### config.mk
export PLATFORM = sky130hd
export DESIGN_NAME = text_to_u64_parser_core_flat
export DESIGN_NICKNAME = d
export VERILOG_FILES = /design/src/rtl/t2u_pkg.sv /design/src/rtl/t2u_in_if.sv /design/src/rtl/t2u_out_if.sv /design/src/rtl/text_to_u64_parser_core.sv /design/src/rtl/t2u_ctrl.sv /design/src/rtl/t2u_dpath.sv /design/src/rtl/t2u_outbuf.sv /design/src/flat_wrapper.sv
export VERILOG_INCLUDE_DIRS = /design/src /design/src/rtl
export SDC_FILE = /design/constraint.sdc
export NUM_CORES = 1
export LEC_CHECK = 0
export BUFFER_PORTS_ARGS = -buffer_cell sky130_fd_sc_hd__buf_2
export CAP_MARGIN = 20
export CORE_MARGIN = 1
export CORE_UTILIZATION = 33
export DETAILED_ROUTE_END_ITERATION = 7
export GPL_ROUTABILITY_DRIVEN = 0
export SLEW_MARGIN = 40
export SYNTH_ARGS = -nofsm -noshare
export SYNTH_HDL_FRONTEND = slang
export SYNTH_SLANG_ARGS = --single-unit
### constraint.sdc
create_clock -name clk -period 16.2 [get_ports clk]
set_input_delay 3.24 -clock clk [delete_from_list [all_inputs] [get_ports clk]]
set_output_delay 3.24 -clock clk [all_outputs]
set_load 0.02 [all_outputs]
### src/rtl/text_to_u64_parser_core_defines.svh
// Assertion macros shared by the text to u64 parser RTL.
// Every macro expects clk and rst_n to be in scope where it is used.
`ifndef TEXT_TO_U64_PARSER_CORE_DEFINES_SVH
`define TEXT_TO_U64_PARSER_CORE_DEFINES_SVH

// Combinational or overlapping-implication property, checked outside reset.
`define T2U_ASSERT(label, prop, msg) \
  label: assert property (@(posedge clk) disable iff (!rst_n) prop) else $error(msg);

// Antecedent in one cycle implies consequent in the next cycle.
`define T2U_ASSERT_NEXT(label, ante, cons, msg) \
  label: assert property (@(posedge clk) disable iff (!rst_n) (ante) |=> (cons)) else $error(msg);

`endif

### src/rtl/t2u_pkg.sv
// Package for the text to u64 parser: phase and command types, status and
// result structs, character constants and the digit decoder. No dependencies.
`timescale 1ns / 1ps

package t2u_pkg;

  typedef enum logic [2:0] {
    PH_DONE,
    PH_BLANK,
    PH_ZERO,
    PH_DIGITS,
    PH_SKIP
  } phase_t;

  // Selects the radix that applies to the current character.
  typedef enum logic [2:0] {
    BASE_KEEP,
    BASE_CFG,
    BASE_TEN,
    BASE_OCT,
    BASE_HEX,
    BASE_CLEAR
  } base_sel_t;

  localparam logic [7:0] CH_SPACE = 8'h20;
  localparam logic [7:0] CH_TAB   = 8'h09;
  localparam logic [7:0] CH_LF    = 8'h0A;
  localparam logic [7:0] CH_CR    = 8'h0D;
  localparam logic [7:0] CH_0     = 8'h30;
  localparam logic [7:0] CH_9     = 8'h39;
  localparam logic [7:0] CH_LO_A  = 8'h61;
  localparam logic [7:0] CH_LO_F  = 8'h66;
  localparam logic [7:0] CH_LO_X  = 8'h78;
  localparam logic [7:0] CH_UP_A  = 8'h41;
  localparam logic [7:0] CH_UP_F  = 8'h46;
  localparam logic [7:0] CH_UP_X  = 8'h58;

  localparam logic [4:0] NO_DIGIT  = 5'd16;
  localparam logic [4:0] RADIX_OCT = 5'd8;
  localparam logic [4:0] RADIX_DEC = 5'd10;
  localparam logic [4:0] RADIX_HEX = 5'd16;
  localparam logic [7:0] CFG_MAX_RADIX = 8'd16;
  localparam logic [7:0] CFG_BAD_RADIX = 8'd1;

  typedef struct packed {
    logic      step;
    logic      clear;
    base_sel_t base_sel;
    logic      acc;
    logic      adv;
    logic      emit;
  } cmd_t;

  typedef struct packed {
    logic is_blank;
    logic is_zero;
    logic is_x;
    logic digit_ok;
    logic ovf;
    logic cfg_invalid;
    logic cfg_zero;
    logic base_zero;
    logic over_set;
  } status_t;

  typedef struct packed {
    logic [63:0] value;
    logic [15:0] end_offset;
    logic        overflowed;
  } result_t;

  // Digit value of a character, or NO_DIGIT when it is not 0-9, a-f, A-F.
  function automatic logic [4:0] digit_of(input logic [7:0] c);
    logic [7:0] d;
    d = 8'd0;
    if (c >= CH_0 && c <= CH_9) begin
      d = c - CH_0;
    end else if (c >= CH_LO_A && c <= CH_LO_F) begin
      d = c - CH_LO_A + 8'd10;
    end else if (c >= CH_UP_A && c <= CH_UP_F) begin
      d = c - CH_UP_A + 8'd10;
    end else begin
      d = {3'b000, NO_DIGIT};
    end
    return d[4:0];
  endfunction

endpackage

### src/rtl/t2u_in_if.sv
// Input character channel of the text to u64 parser: valid/ready plus payload.
// No dependencies.
`timescale 1ns / 1ps

interface t2u_in_if;
  logic       valid;
  logic       ready;
  logic [7:0] ch;
  logic       first;

  modport source (output valid, output ch, output first, input ready);
  modport sink (input valid, input ch, input first, output ready);
endinterface

### src/rtl/t2u_out_if.sv
// Result channel of the text to u64 parser: valid/ready plus payload.
// No dependencies.
`timescale 1ns / 1ps

interface t2u_out_if;
  logic        valid;
  logic        ready;
  logic [63:0] value;
  logic [15:0] end_offset;
  logic        overflowed;

  modport source (output valid, output value, output end_offset, output overflowed,
                  input ready);
  modport sink (input valid, input value, input end_offset, input overflowed,
                output ready);
endinterface

### src/rtl/text_to_u64_parser_core.sv
// Channel  | Dir | Handshake         | Payload
// in_if    | in  | valid/ready       | ch[7:0], first
// out_if   | out | valid/ready       | value[63:0], end_offset[15:0], overflowed
// cfg      | in  | cfg_wr_en, no ack | cfg_wr_data[7:0] = number base
//
// One character is taken per clock while in_if.ready is high; the radix multiply-add
// and its overflow check on the 64-bit accumulator complete in that same cycle. The
// result of the character ending a number is registered in the output register, or
// in the skid stage while that is held. in_if.ready drops only when both result stages are full.
// Synchronous reset leaves the parser waiting for a first character, base 0.
// Top level of the text to u64 parser. Depends on t2u_pkg, the channel
// interfaces, t2u_ctrl, t2u_dpath, t2u_outbuf and the assertion macro header.
`timescale 1ns / 1ps
`include "text_to_u64_parser_core_defines.svh"

module text_to_u64_parser_core #(
  parameter longint unsigned MAX_OFFSET = 65535
) (
  input  logic        clk,
  input  logic        rst_n,
  input  logic        cfg_wr_en,
  input  logic [7:0]  cfg_wr_data,
  t2u_in_if.sink      in_if,
  t2u_out_if.source   out_if
);

  t2u_pkg::cmd_t    cmd;
  t2u_pkg::status_t status;
  t2u_pkg::result_t result;
  t2u_pkg::phase_t  phase;
  logic             can_push;
  logic             fire;
  logic             push;

  assign in_if.ready = can_push;
  assign fire        = in_if.valid && can_push;
  assign push        = cmd.step && cmd.emit;

  t2u_ctrl u_ctrl (
    .clk    (clk),
    .rst_n  (rst_n),
    .fire   (fire),
    .first  (in_if.first),
    .status (status),
    .cmd    (cmd),
    .phase  (phase)
  );

  t2u_dpath #(
    .MAX_OFFSET (MAX_OFFSET)
  ) u_dpath (
    .clk         (clk),
    .rst_n       (rst_n),
    .cfg_wr_en   (cfg_wr_en),
    .cfg_wr_data (cfg_wr_data),
    .ch          (in_if.ch),
    .cmd         (cmd),
    .status      (status),
    .result      (result)
  );

  t2u_outbuf u_outbuf (
    .clk       (clk),
    .rst_n     (rst_n),
    .push      (push),
    .push_data (result),
    .can_push  (can_push),
    .out_if    (out_if)
  );

  `T2U_ASSERT(a_stall_needs_result, !in_if.ready |-> out_if.valid, "input stalled with no result held")
  `T2U_ASSERT(a_skip_has_overflow, (phase == t2u_pkg::PH_SKIP) |-> status.over_set, "skipping digits without overflow")
  `T2U_ASSERT(a_overflow_saturates, (out_if.valid && out_if.overflowed) |-> (out_if.value == '1), "overflowed result not saturated")
  `T2U_ASSERT_NEXT(a_push_shows, push, out_if.valid, "emitted item did not reach the output")

endmodule

### src/rtl/t2u_ctrl.sv
// Parser controller: phase state machine that turns character status into
// datapath commands. Depends on t2u_pkg.
`timescale 1ns / 1ps

module t2u_ctrl (
  input  logic              clk,
  input  logic              rst_n,
  input  logic              fire,
  input  logic              first,
  input  t2u_pkg::status_t  status,
  output t2u_pkg::cmd_t     cmd,
  output t2u_pkg::phase_t   phase
);

  t2u_pkg::phase_t state_r, state_nxt;
  t2u_pkg::phase_t cur;
  logic            bad_start;
  logic            base_is_zero;
  logic            to_digits;

  // A first character restarts the parse as if the phase were blank skipping.
  always_comb begin
    bad_start    = first && status.cfg_invalid;
    cur          = first ? t2u_pkg::PH_BLANK : state_r;
    base_is_zero = first ? status.cfg_zero : status.base_zero;
    to_digits    = 1'b0;
    unique case (cur)
      t2u_pkg::PH_BLANK:  to_digits = !status.is_blank && !(base_is_zero && status.is_zero);
      t2u_pkg::PH_ZERO:   to_digits = !status.is_x;
      t2u_pkg::PH_DIGITS: to_digits = 1'b1;
      default:            to_digits = 1'b0;
    endcase
  end

  always_comb begin
    state_nxt = state_r;
    if (fire) begin
      if (bad_start) begin
        state_nxt = t2u_pkg::PH_DONE;
      end else begin
        state_nxt = cur;
        unique case (cur)
          t2u_pkg::PH_BLANK: begin
            if (!status.is_blank && base_is_zero && status.is_zero) begin
              state_nxt = t2u_pkg::PH_ZERO;
            end
          end
          t2u_pkg::PH_ZERO: begin
            if (status.is_x) begin
              state_nxt = t2u_pkg::PH_DIGITS;
            end
          end
          t2u_pkg::PH_SKIP: begin
            if (!status.digit_ok) begin
              state_nxt = t2u_pkg::PH_DONE;
            end
          end
          default: begin
          end
        endcase
        if (to_digits) begin
          if (!status.digit_ok) begin
            state_nxt = t2u_pkg::PH_DONE;
          end else if (status.ovf) begin
            state_nxt = t2u_pkg::PH_SKIP;
          end else begin
            state_nxt = t2u_pkg::PH_DIGITS;
          end
        end
      end
    end
  end

  always_comb begin
    cmd.step     = fire;
    cmd.clear    = first;
    cmd.base_sel = first ? t2u_pkg::BASE_CFG : t2u_pkg::BASE_KEEP;
    cmd.acc      = 1'b0;
    cmd.adv      = 1'b0;
    cmd.emit     = 1'b0;
    if (bad_start) begin
      cmd.base_sel = t2u_pkg::BASE_CLEAR;
      cmd.emit     = 1'b1;
    end else begin
      unique case (cur)
        t2u_pkg::PH_BLANK: begin
          if (status.is_blank) begin
            cmd.adv = 1'b1;
          end else if (base_is_zero && status.is_zero) begin
            cmd.adv = 1'b1;
          end else if (base_is_zero) begin
            cmd.base_sel = t2u_pkg::BASE_TEN;
          end
        end
        t2u_pkg::PH_ZERO: begin
          if (status.is_x) begin
            cmd.base_sel = t2u_pkg::BASE_HEX;
            cmd.adv      = 1'b1;
          end else begin
            cmd.base_sel = t2u_pkg::BASE_OCT;
          end
        end
        t2u_pkg::PH_SKIP: begin
          if (status.digit_ok) begin
            cmd.adv = 1'b1;
          end else begin
            cmd.emit = 1'b1;
          end
        end
        default: begin
        end
      endcase
      if (to_digits) begin
        if (status.digit_ok) begin
          cmd.acc = 1'b1;
          cmd.adv = 1'b1;
        end else begin
          cmd.emit = 1'b1;
        end
      end
    end
  end

  always_ff @(posedge clk) begin
    if (!rst_n) begin
      state_r <= t2u_pkg::PH_DONE;
    end else begin
      state_r <= state_nxt;
    end
  end

  assign phase = state_r;

endmodule

### src/rtl/t2u_dpath.sv
// Parser datapath: radix register, accumulator with multiply-add and overflow
// detect, position counter and character decode. Depends on t2u_pkg.
`timescale 1ns / 1ps

module t2u_dpath #(
  parameter longint unsigned MAX_OFFSET = 65535
) (
  input  logic              clk,
  input  logic              rst_n,
  input  logic              cfg_wr_en,
  input  logic [7:0]        cfg_wr_data,
  input  logic [7:0]        ch,
  input  t2u_pkg::cmd_t     cmd,
  output t2u_pkg::status_t  status,
  output t2u_pkg::result_t  result
);

  localparam logic [15:0] POS_CAP =
    (MAX_OFFSET < 64'd65535) ? MAX_OFFSET[15:0] : 16'hFFFF;

  logic [7:0]  cfg_base_r;
  logic [4:0]  base_r, base_nxt;
  logic [63:0] accum_r, accum_nxt;
  logic [15:0] pos_r, pos_nxt;
  logic        any_r, any_nxt;
  logic        over_r, over_nxt;

  logic [4:0]  digit;
  logic [4:0]  eff_base;
  logic [63:0] eff_acc;
  logic [15:0] eff_pos;
  logic        eff_any;
  logic        eff_over;
  logic [68:0] prod;
  logic [64:0] sum;
  logic        ovf;

  assign digit = t2u_pkg::digit_of(ch);

  always_comb begin
    unique case (cmd.base_sel)
      t2u_pkg::BASE_KEEP:  eff_base = base_r;
      t2u_pkg::BASE_CFG:   eff_base = cfg_base_r[4:0];
      t2u_pkg::BASE_TEN:   eff_base = t2u_pkg::RADIX_DEC;
      t2u_pkg::BASE_OCT:   eff_base = t2u_pkg::RADIX_OCT;
      t2u_pkg::BASE_HEX:   eff_base = t2u_pkg::RADIX_HEX;
      default:             eff_base = 5'd0;
    endcase
  end

  assign eff_acc  = cmd.clear ? 64'd0 : accum_r;
  assign eff_pos  = cmd.clear ? 16'd0 : pos_r;
  assign eff_any  = cmd.clear ? 1'b0 : any_r;
  assign eff_over = cmd.clear ? 1'b0 : over_r;

  // The radix is at most 16, so overflow shows in the top five product bits
  // or in the carry out of adding the digit.
  assign prod = {5'd0, eff_acc} * {64'd0, eff_base};
  assign sum  = {1'b0, prod[63:0]} + {60'd0, digit};
  assign ovf  = (|prod[68:64]) | sum[64];

  always_comb begin
    status.is_blank    = (ch == t2u_pkg::CH_SPACE) || (ch == t2u_pkg::CH_TAB) ||
                         (ch == t2u_pkg::CH_LF) || (ch == t2u_pkg::CH_CR);
    status.is_zero     = (ch == t2u_pkg::CH_0);
    status.is_x        = (ch == t2u_pkg::CH_LO_X) || (ch == t2u_pkg::CH_UP_X);
    status.digit_ok    = digit < eff_base;
    status.ovf         = ovf;
    status.cfg_invalid = (cfg_base_r == t2u_pkg::CFG_BAD_RADIX) ||
                         (cfg_base_r > t2u_pkg::CFG_MAX_RADIX);
    status.cfg_zero    = (cfg_base_r == 8'd0);
    status.base_zero   = (base_r == 5'd0);
    status.over_set    = over_r;
  end

  always_comb begin
    result.value      = eff_acc;
    result.end_offset = (eff_any || eff_over) ? eff_pos : 16'd0;
    result.overflowed = eff_over;
  end

  always_comb begin
    base_nxt  = eff_base;
    accum_nxt = eff_acc;
    any_nxt   = eff_any;
    over_nxt  = eff_over;
    pos_nxt   = eff_pos;
    if (cmd.acc) begin
      if (ovf) begin
        accum_nxt = '1;
        over_nxt  = 1'b1;
      end else begin
        accum_nxt = sum[63:0];
        any_nxt   = 1'b1;
      end
    end
    if (cmd.adv && (eff_pos < POS_CAP)) begin
      pos_nxt = eff_pos + 16'd1;
    end
  end

  always_ff @(posedge clk) begin
    if (!rst_n) begin
      cfg_base_r <= 8'd0;
      base_r     <= 5'd0;
      accum_r    <= 64'd0;
      pos_r      <= 16'd0;
      any_r      <= 1'b0;
      over_r     <= 1'b0;
    end else begin
      if (cfg_wr_en) begin
        cfg_base_r <= cfg_wr_data;
      end
      if (cmd.step) begin
        base_r  <= base_nxt;
        accum_r <= accum_nxt;
        pos_r   <= pos_nxt;
        any_r   <= any_nxt;
        over_r  <= over_nxt;
      end
    end
  end

endmodule

### src/rtl/t2u_outbuf.sv
// Two-entry result buffer: output register plus skid stage, so the input
// side keeps moving while a result waits. Depends on t2u_pkg and t2u_out_if.
`timescale 1ns / 1ps

module t2u_outbuf (
  input  logic              clk,
  input  logic              rst_n,
  input  logic              push,
  input  t2u_pkg::result_t  push_data,
  output logic              can_push,
  t2u_out_if.source         out_if
);

  t2u_pkg::result_t main_r, main_nxt;
  t2u_pkg::result_t skid_r, skid_nxt;
  logic             main_v_r, main_v_nxt;
  logic             skid_v_r, skid_v_nxt;
  logic             pop;

  assign pop      = main_v_r && out_if.ready;
  assign can_push = !skid_v_r;

  // The skid stage only fills while the output register is held.
  always_comb begin
    main_nxt   = main_r;
    skid_nxt   = skid_r;
    main_v_nxt = main_v_r;
    skid_v_nxt = skid_v_r;
    if (!main_v_r || pop) begin
      if (skid_v_r) begin
        main_nxt   = skid_r;
        main_v_nxt = 1'b1;
        skid_v_nxt = 1'b0;
      end else if (push) begin
        main_nxt   = push_data;
        main_v_nxt = 1'b1;
      end else begin
        main_v_nxt = 1'b0;
      end
    end else if (push) begin
      skid_nxt   = push_data;
      skid_v_nxt = 1'b1;
    end
  end

  always_ff @(posedge clk) begin
    if (!rst_n) begin
      main_v_r <= 1'b0;
      skid_v_r <= 1'b0;
    end else begin
      main_v_r <= main_v_nxt;
      skid_v_r <= skid_v_nxt;
    end
  end

  always_ff @(posedge clk) begin
    main_r <= main_nxt;
    skid_r <= skid_nxt;
  end

  assign out_if.valid      = main_v_r;
  assign out_if.value      = main_r.value;
  assign out_if.end_offset = main_r.end_offset;
  assign out_if.overflowed = main_r.overflowed;

endmodule
### src/flat_wrapper.sv
// flat-port wrapper written by rule: the top's interface ports become plain ports
module text_to_u64_parser_core_flat 
#(
  parameter longint unsigned MAX_OFFSET = 65535
)
  (clk, rst_n, cfg_wr_en, cfg_wr_data, in_if_valid, in_if_ch, in_if_first, in_if_ready, out_if_valid, out_if_value, out_if_end_offset, out_if_overflowed, out_if_ready);
  t2u_in_if in_if_i ();
  t2u_out_if out_if_i ();
  input  logic clk;
  input  logic rst_n;
  input  logic cfg_wr_en;
  input  logic [7:0] cfg_wr_data;
  input wire logic [$bits(in_if_i.valid)-1:0] in_if_valid;
  input wire logic [$bits(in_if_i.ch)-1:0] in_if_ch;
  input wire logic [$bits(in_if_i.first)-1:0] in_if_first;
  output wire logic [$bits(in_if_i.ready)-1:0] in_if_ready;
  output wire logic [$bits(out_if_i.valid)-1:0] out_if_valid;
  output wire logic [$bits(out_if_i.value)-1:0] out_if_value;
  output wire logic [$bits(out_if_i.end_offset)-1:0] out_if_end_offset;
  output wire logic [$bits(out_if_i.overflowed)-1:0] out_if_overflowed;
  input wire logic [$bits(out_if_i.ready)-1:0] out_if_ready;
  assign in_if_i.valid = in_if_valid;
  assign in_if_i.ch = in_if_ch;
  assign in_if_i.first = in_if_first;
  assign in_if_ready = in_if_i.ready;
  assign out_if_valid = out_if_i.valid;
  assign out_if_value = out_if_i.value;
  assign out_if_end_offset = out_if_i.end_offset;
  assign out_if_overflowed = out_if_i.overflowed;
  assign out_if_i.ready = out_if_ready;
  text_to_u64_parser_core #(.MAX_OFFSET(MAX_OFFSET)) u_core (.clk(clk), .rst_n(rst_n), .cfg_wr_en(cfg_wr_en), .cfg_wr_data(cfg_wr_data), .in_if(in_if_i), .out_if(out_if_i));
endmodule
Word-level counts from Yosys, hierarchy flattened
Cells that the tools add are included.
{"block": "word_totals", "reg_bits": 262, "elab_cells": 133, "out_inout_bits": 83, "inputBits": 22}
{"block": "op_classes", "eq_ne": 16, "mul": 1, "n_bitwise": 3, "n_lt_le_gt_ge": 9, "addsub": 7, "n_mux": 50, "n_reduce_logical": 32}
{"cell": "64-bit two-way mux", "n": 3}
{"cell": "81-bit two-way mux", "n": 2}
{"cell": "64-bit by 5-bit multiplier with 69-bit output", "n": 1}
{"cell": "64-bit by 5-bit adder with 65-bit output", "n": 1}
{"cell": "16-bit two-way mux", "n": 3}
{"cell": "3-bit two-way mux", "n": 13}
{"cell": "5-bit case mux with 5 select lines", "n": 1}
{"cell": "8-bit by 4-bit equality test with 1-bit output, second input constant", "n": 3}
{"cell": "1-bit two-way mux", "n": 18}
{"cell": "16-bit by 1-bit adder with 16-bit output, second input constant", "n": 1}
{"cell": "8-bit by 6-bit equality test with 1-bit output, second input constant", "n": 2}
{"cell": "8-bit by 7-bit equality test with 1-bit output, second input constant", "n": 2}
{"cell": "8-bit by 7-bit >= comparator with 1-bit output, second input constant", "n": 2}
{"cell": "8-bit by 7-bit <= comparator with 1-bit output, second input constant", "n": 2}
{"cell": "16-bit less-than comparator, second input constant", "n": 1}
{"cell": "5-bit two-way mux", "n": 3}
{"cell": "3-bit by 2-bit equality test with 1-bit output, second input constant", "n": 4}
{"cell": "1-bit logical AND", "n": 12}
{"cell": "5-bit by 4-bit adder with 5-bit output, second input constant", "n": 2}
{"cell": "5-bit by 1-bit subtractor with 5-bit output, second input constant", "n": 2}
{"cell": "3-bit case mux with 3 select lines", "n": 1}
{"cell": "8-bit by 1-bit equality test with 1-bit output, second input constant", "n": 1}
{"cell": "8-bit by 6-bit >= comparator with 1-bit output, second input constant", "n": 1}
{"cell": "8-bit by 5-bit greater-than comparator with 1-bit output, second input constant", "n": 1}
{"cell": "other kinds (19)", "n": 36}

Logic depth before layout (Yosys ltp)
{"block": "depth", "depth_word": 18, "ltp_mapped": 34, "ltp_nobuf": 31}

Modules after synthesis
Synthesis repeated with hierarchy kept, for this count alone.
{"block": "hier_totals", "cells_unflattened": 2701, "hier_area_um2": 24113.1}
{"module": "t2u_dpath", "seq_area_each_um2": 1901.8, "n_inst": 1, "cells_per_inst": 2372, "area_each_um2": 17478.0}
{"module": "t2u_outbuf", "seq_area_each_um2": 4904.7, "n_inst": 1, "cells_per_inst": 261, "area_each_um2": 6134.6}
{"module": "t2u_ctrl", "seq_area_each_um2": 60.1, "n_inst": 1, "cells_per_inst": 66, "area_each_um2": 488.0}
{"module": "text_to_u64_parser_core", "seq_area_each_um2": 0.0, "n_inst": 1, "cells_per_inst": 2, "area_each_um2": 12.5}

Worst setup path after synthesis
No wires, ideal clock.
{"block": "synth_path", "path_kind": "input to register", "start": "input port in_if_ch[0]", "end": "register u_core.u_outbuf.skid_r[0] in the netlist's numbering, enable pin", "arrival_ns": 12.370, "path_buffers": 1, "cell_stages": 19, "setup_time_ns": 0.640, "slack_ns": 3.189, "required_time_ns": 15.560, "path_cell_list": "inv_1 -> ha_1 -> nand3b_1 -> a21o_1 -> a2111oi_2 -> o31ai_1 -> nand2_1 -> mux2i_1 -> nor2_1 -> clkinv_1 -> clkbuf_1 -> ha_1 -> a21o_1 -> a21oi_1 -> nand2_1 -> a211oi_1 -> o21bai_1 -> o21ai_0 -> a211oi_1"}
{"block": "synth_via", "elab_chain_len": 17, "word_cells_on_any_way": 53, "classes_between": "5 x add/sub; 7 x order compare; 11 x eq/ne; 15 x mux; 15 x reduce/logical"}
{"item": "start: declaration", "line_no": "flat_wrapper.sv:14", "text": "input wire logic [$bits(in_if_i.ch)-1:0] in_if_ch;"}
{"item": "branches (longest 13 deep; another with 5-bit by 1-bit subtractor with 5-bit output)"}
{"item": "3-bit two-way mux (*)", "line_no": "t2u_ctrl.sv:113", "text": "if (to_digits) begin"}
{"item": "1-bit two-way mux (*)", "line_no": "t2u_ctrl.sv:81", "text": "if (bad_start) begin"}
{"item": "1-bit logical AND (*)", "line_no": "text_to_u64_parser_core.sv:37", "text": "assign push = cmd.step && cmd.emit;"}
{"item": "2-bit AND reduction (no source line) (*)"}
{"item": "end signal: assignment", "line_no": "t2u_outbuf.sv:58", "text": "skid_r <= skid_nxt;"}
{"item": "end: declaration", "line_no": "t2u_outbuf.sv:15", "text": "t2u_pkg::result_t skid_r, skid_nxt;"}
Every way passes the cells marked *.
A chain may end at the register's enable or synchronous reset.

Final worst setup path
{"block": "layout_path", "start": "input port in_if_ch[0]", "end": "register u_core.u_dpath.accum_r[32]"}
{"block": "layout_via", "elab_chain_len": 14, "word_cells_on_any_way": 55, "classes_between": "6 x add/sub; 1 x mul; 7 x order compare; 11 x eq/ne; 15 x mux; 1 x bitwise; 14 x reduce/logical"}
{"item": "8-bit by 6-bit equality test with 1-bit output / 8-bit by 4-bit equality test with 1-bit output (equally long branches)", "line_no": "t2u_dpath.sv:63", "text": "status.is_blank = (ch == t2u_pkg::CH_SPACE) || (ch == t2u_pkg::CH_TAB) ||"}
{"item": "1-bit logical OR (2 in a row)", "line_no": "t2u_dpath.sv:63"}
{"item": "1-bit logical OR", "line_no": "t2u_dpath.sv:64", "text": "(ch == t2u_pkg::CH_LF) || (ch == t2u_pkg::CH_CR);"}
{"item": "3-bit two-way mux", "line_no": "t2u_ctrl.sv:87", "text": "if (status.is_blank) begin"}
{"item": "3-bit case mux with 2 select lines", "line_no": "t2u_ctrl.sv:85", "text": "unique case (cur)"}
{"item": "3-bit two-way mux", "line_no": "t2u_ctrl.sv:81"}
{"item": "3-bit equality test, or another cell as far along", "line_no": "t2u_dpath.sv:41", "text": "unique case (cmd.base_sel)"}
{"item": "5-bit case mux with 5 select lines", "line_no": "t2u_dpath.sv:41"}
{"item": "64-bit by 5-bit multiplier with 69-bit output / 5-bit less-than comparator (equally long branches)", "line_no": "t2u_dpath.sv:58, t2u_dpath.sv:67"}
{"item": "64-bit by 5-bit adder with 65-bit output, or another cell as far along", "line_no": "t2u_dpath.sv:59", "text": "assign sum = {1'b0, prod[63:0]} + {60'd0, digit};"}
{"item": "1-bit OR / 3-bit two-way mux (equally long branches)", "line_no": "t2u_dpath.sv:60, t2u_ctrl.sv:113"}
{"item": "64-bit two-way mux / 2-bit two-way mux (equally long branches)", "line_no": "t2u_dpath.sv:89, t2u_ctrl.sv:81"}
{"item": "64-bit two-way mux (*)", "line_no": "t2u_dpath.sv:88", "text": "if (cmd.acc) begin"}
{"item": "end signal: assignment", "line_no": "t2u_dpath.sv:116", "text": "accum_r <= accum_nxt;"}
{"item": "end: declaration", "line_no": "t2u_dpath.sv:23", "text": "logic [63:0] accum_r, accum_nxt;"}
Every way passes the cells marked *; elsewhere a longest branch is shown, timed or not.

==> summary by stage <==
Run status
The run finished with clean final reports.

Cells and area
Leaving out fill and tap cells, the most frequent cells in the layout are 414 x nand2_1, 359 x nor2_1, 319 x inv_1. Of the cells placed in the final design, the portion with a size suffix greater than 1 is 8.45%. Relative to the synthesized area, the layout overhead comes to 9.64%. The library cell used most frequently in the layout, excluding fill and tap cells, is nand2_1. The count of cells in the finished layout, fillers not included, comes to 3839.

The summed area of non-filler cells in the final layout is 0.0262 mm2. The number of antenna diodes in the final layout is 0. The final layout contains 3168 nets.

Pwr
For this design the ratio of total power to cell area is 63.0 mW/mm2. The total net switching power is 0.459 mW. The clock network power share is 41.3%.

The part of the power in combinational logic is 13.1%. Of the total power, the share spent switching nets is 27.8%. The worst vdd rail ir drop is 0.104 mV. In this run, flip-flops and latches consume 45.6% of the power. Summed over all cells, the static leakage comes to 11.1 nW.

Internal power comes to 1.19 mW.

Worst setup path
The worst endpoint required time is 16720 ps. By startpoint and endpoint, the worst setup path is classified as input port to register. STA classifies the critical path startpoint as an input port. On the critical path, the stage with the largest delay is an instance of o311ai_1. The sort of element at the end of the critical path is a register. The data arrival time of the critical path is 13030 ps.

The worst register-to-register path has a depth of 27. The largest single stage delay on the critical path is 770 ps. The maximum fanout encountered on the critical timing path is 42.

Detailed routing
The detailed-route via count is 20500. In the final routed layout, each cell accounts on average for 18.2 um. The starting DRC count in detailed routing is 1717.

The total wire length is 69900 um. Dividing the detail-routed via count by the number of cells gives 5.33. In this run the remaining antenna-violating nets after routing total 0. For this run, the detailed router's first-pass iteration total came to 6. The total DRC errors in the routed layout is 0.

Clock network
For the worst-skew pair, the clock arrives at the later sink with an insertion delay of 590 ps. Gates resized during post-CTS repair numbered 0. The total clock buffers created by CTS is 28.

The tree is rooted in a clkbuf_16. The clock passes through at most 3 buffers. CTS built an H-tree with a depth of 1. Clock-pin slew was measured on the worst setup and hold paths at 70 ps. The cts-stage hold buffer count is 0. The number of setup buffers added after CTS is 0.

The clock sink count is 262. The CTS tree is built.

Logic synthesis
The number of flops mapped to enable cells by yosys is 162. The primary flip-flop cell chosen by synthesis mapping is edfxtp_1. The net count after synthesis is 3152.

The sequential element share of the synthesized area is 28.7%. The count of distinct cell types in the synthesized netlist is 105. The warning count from the yosys run is 0. In this run, synthesis produced a sequential element count of 262.

The proportion of synthesized flip-flops having asynchronous set or reset is 0%. A synthesized cell averages 8.39 um2. The synthesized cell area is 0.0239 mm2.

After technology mapping, the gate count stands at 2852.

Timing
The post-route setup TNS is 0 ps. Setup repair after global routing left no endpoint under its margin. The relative slew slack is 41.4%.

The least setup slack across all paths after layout is 3690 ps. The final-report max-slew violation count is 0. The worst path uses 77.2% of the clock period. The fmax is 0.0799 GHz. The final count of hold timing violations is 0. The pin slew with the least headroom to its limit is 865 ps. The shortest period the worst path allows is 12510 ps. The final number of setup-violating endpoints is 0. On the final layout, the worst clock skew is 15.8 ps.

Global routing
The maximum number of pins on one net before global-route repair is 79. The number of global-route vias before repair is 20000. Global routing used 18.9% of the available tracks.

The number of antenna violations at the first check in global routing is 0. After global routing the overflow that remains totals 0. The global-route wire length before repair is 112000 um.

Die
The die width is 271 um. In this run the vertical extent of the chip is 271 um. The count of pins on the block boundary is 105. In this run the core area contains 98 standard-cell rows. The total die area is 0.0735 mm2.

The initial core utilization is 33.4%. The standard cell core area is 0.0716 mm2.

Run
The tool flagged a number of max-cap violations equal to 0.

Worst hold path
The min-delay analysis places its worst path in the category register to register. The count of cells along the worst hold path is 2.

Placement
At the placement stage, the worst setup path has a slack of 3010 ps. The placed instances occupy a cell area of 0.0252 mm2. The number of placed instances, taps included, is 3786. The count of port buffers added during placement is 104.

The HPWL after detailed placement is 53500 um.
critical path: cells and delay by family:
kind	cells	cell delay (ps)
AO/OA/AOI/OAI	9	3360
buffers and inverters	6	1200
multiplexers	1	390
XOR/XNOR	1	200
AND/OR/NAND/NOR	9	2390
adder cells (fa/ha/maj)	5	2140
through the flow:
stage | hold WS [ps] | utilization, % | power, mW
final | 448 | 36.6 | 1.65
after global routing | 466 | 36.6 | 1.72
after CTS | 447 | 36.5 | 1.67
after detailed placement | 437 | 35.2 | 0.983
after global placement | 433 | 35.2 | 0.980
after floorplan | 423 | - | 0.911
metal layers:
| metal | wire length, um | vias up | global-route usage (%) | part of all wire (%) |
|---|---|---|---|---|
| li1 | - | 9667 | - | - |
| met1 | 30500 | 9956 | 25.6 | 44 |
| met2 | 32400 | 721 | 31.4 | 46 |
| met3 | 4630 | 130 | 2.11 | 6.6 |
| met4 | 2400 | 0 | 6.55 | 3.4 |
| met5 | 0 | - | 0 | 0 |
final timing paths:
check,end,slack (ps),from
max,u_core.u_dpath.accum_r[32],3690,in_if_ch[0]
min,u_core.u_dpath.accum_r[58],450,u_core.u_dpath.accum_r[58]
max reg2reg,u_core.u_dpath.accum_r[32],6450,u_core.u_ctrl.phase[1]
min reg2reg,u_core.u_dpath.accum_r[58],450,u_core.u_dpath.accum_r[58]
cells in the mapped netlist (41+ instances only):
cell      count  area share, %
a21boi_1     50            1.6
a21o_1       46            1.4
a21oi_1     127            2.7
and2_1       50            1.3
clkbuf_1     93            1.5
dfxtp_1     100            8.4
edfxtp_1    162             20
fa_1        187             16
ha_1         91            4.8
inv_1       319            5.0
nand2_1     417            6.5
nand3_1      62            1.3
nor2_1      362            5.7
nor3_1       41           0.86
o21ai_0     141            3.0
xnor2_1      73            2.7
cell families (layout without fill, tap and decap cells):
group	count (synthesis)	count (layout)	synth area share, %
flops	262	262	28.7
simple gates	1113	1113	21.4
compound gates	597	597	16.3
xor+xnor	110	110	4.03
fa+ha+maj	278	278	20.4
buf+inv	457	494	7.56
mux	35	35	1.57
cell type report:
type,count,area (um2)
Fill cell,7409,45400
Multi-Input combinational cell,2133,15300
Sequential cell,262,6870
Inverter,322,1210
Tap cell,950,1190
Clock buffer,36,751
Timing Repair Buffer,121,688
Clock inverter,15,215
power groups by stage:
stage               registers [mW]  clock network (mW)  logic [mW]
floorplan                    0.795                   0       0.116
finish                       0.754               0.682       0.217
global route                 0.757               0.724       0.234
detailed placement           0.769                   0       0.214
CTS                          0.754               0.700       0.215
global placement             0.768                   0       0.212
flip-flops by register name, summed over array words and instances, names as in the netlist, 3 cells and up:
name,cells
u_core.u_outbuf.skid_r,81
u_core.u_ctrl.phase,3
u_core.u_dpath.base_r,5
u_core.u_outbuf.out_if.value,64
u_core.u_outbuf.out_if.end_offset,16
u_core.u_dpath.pos_r,16
u_core.u_dpath.accum_r,64
u_core.u_dpath.cfg_base_r,8
No activity file was read; power rests on OpenSTA's default activity.
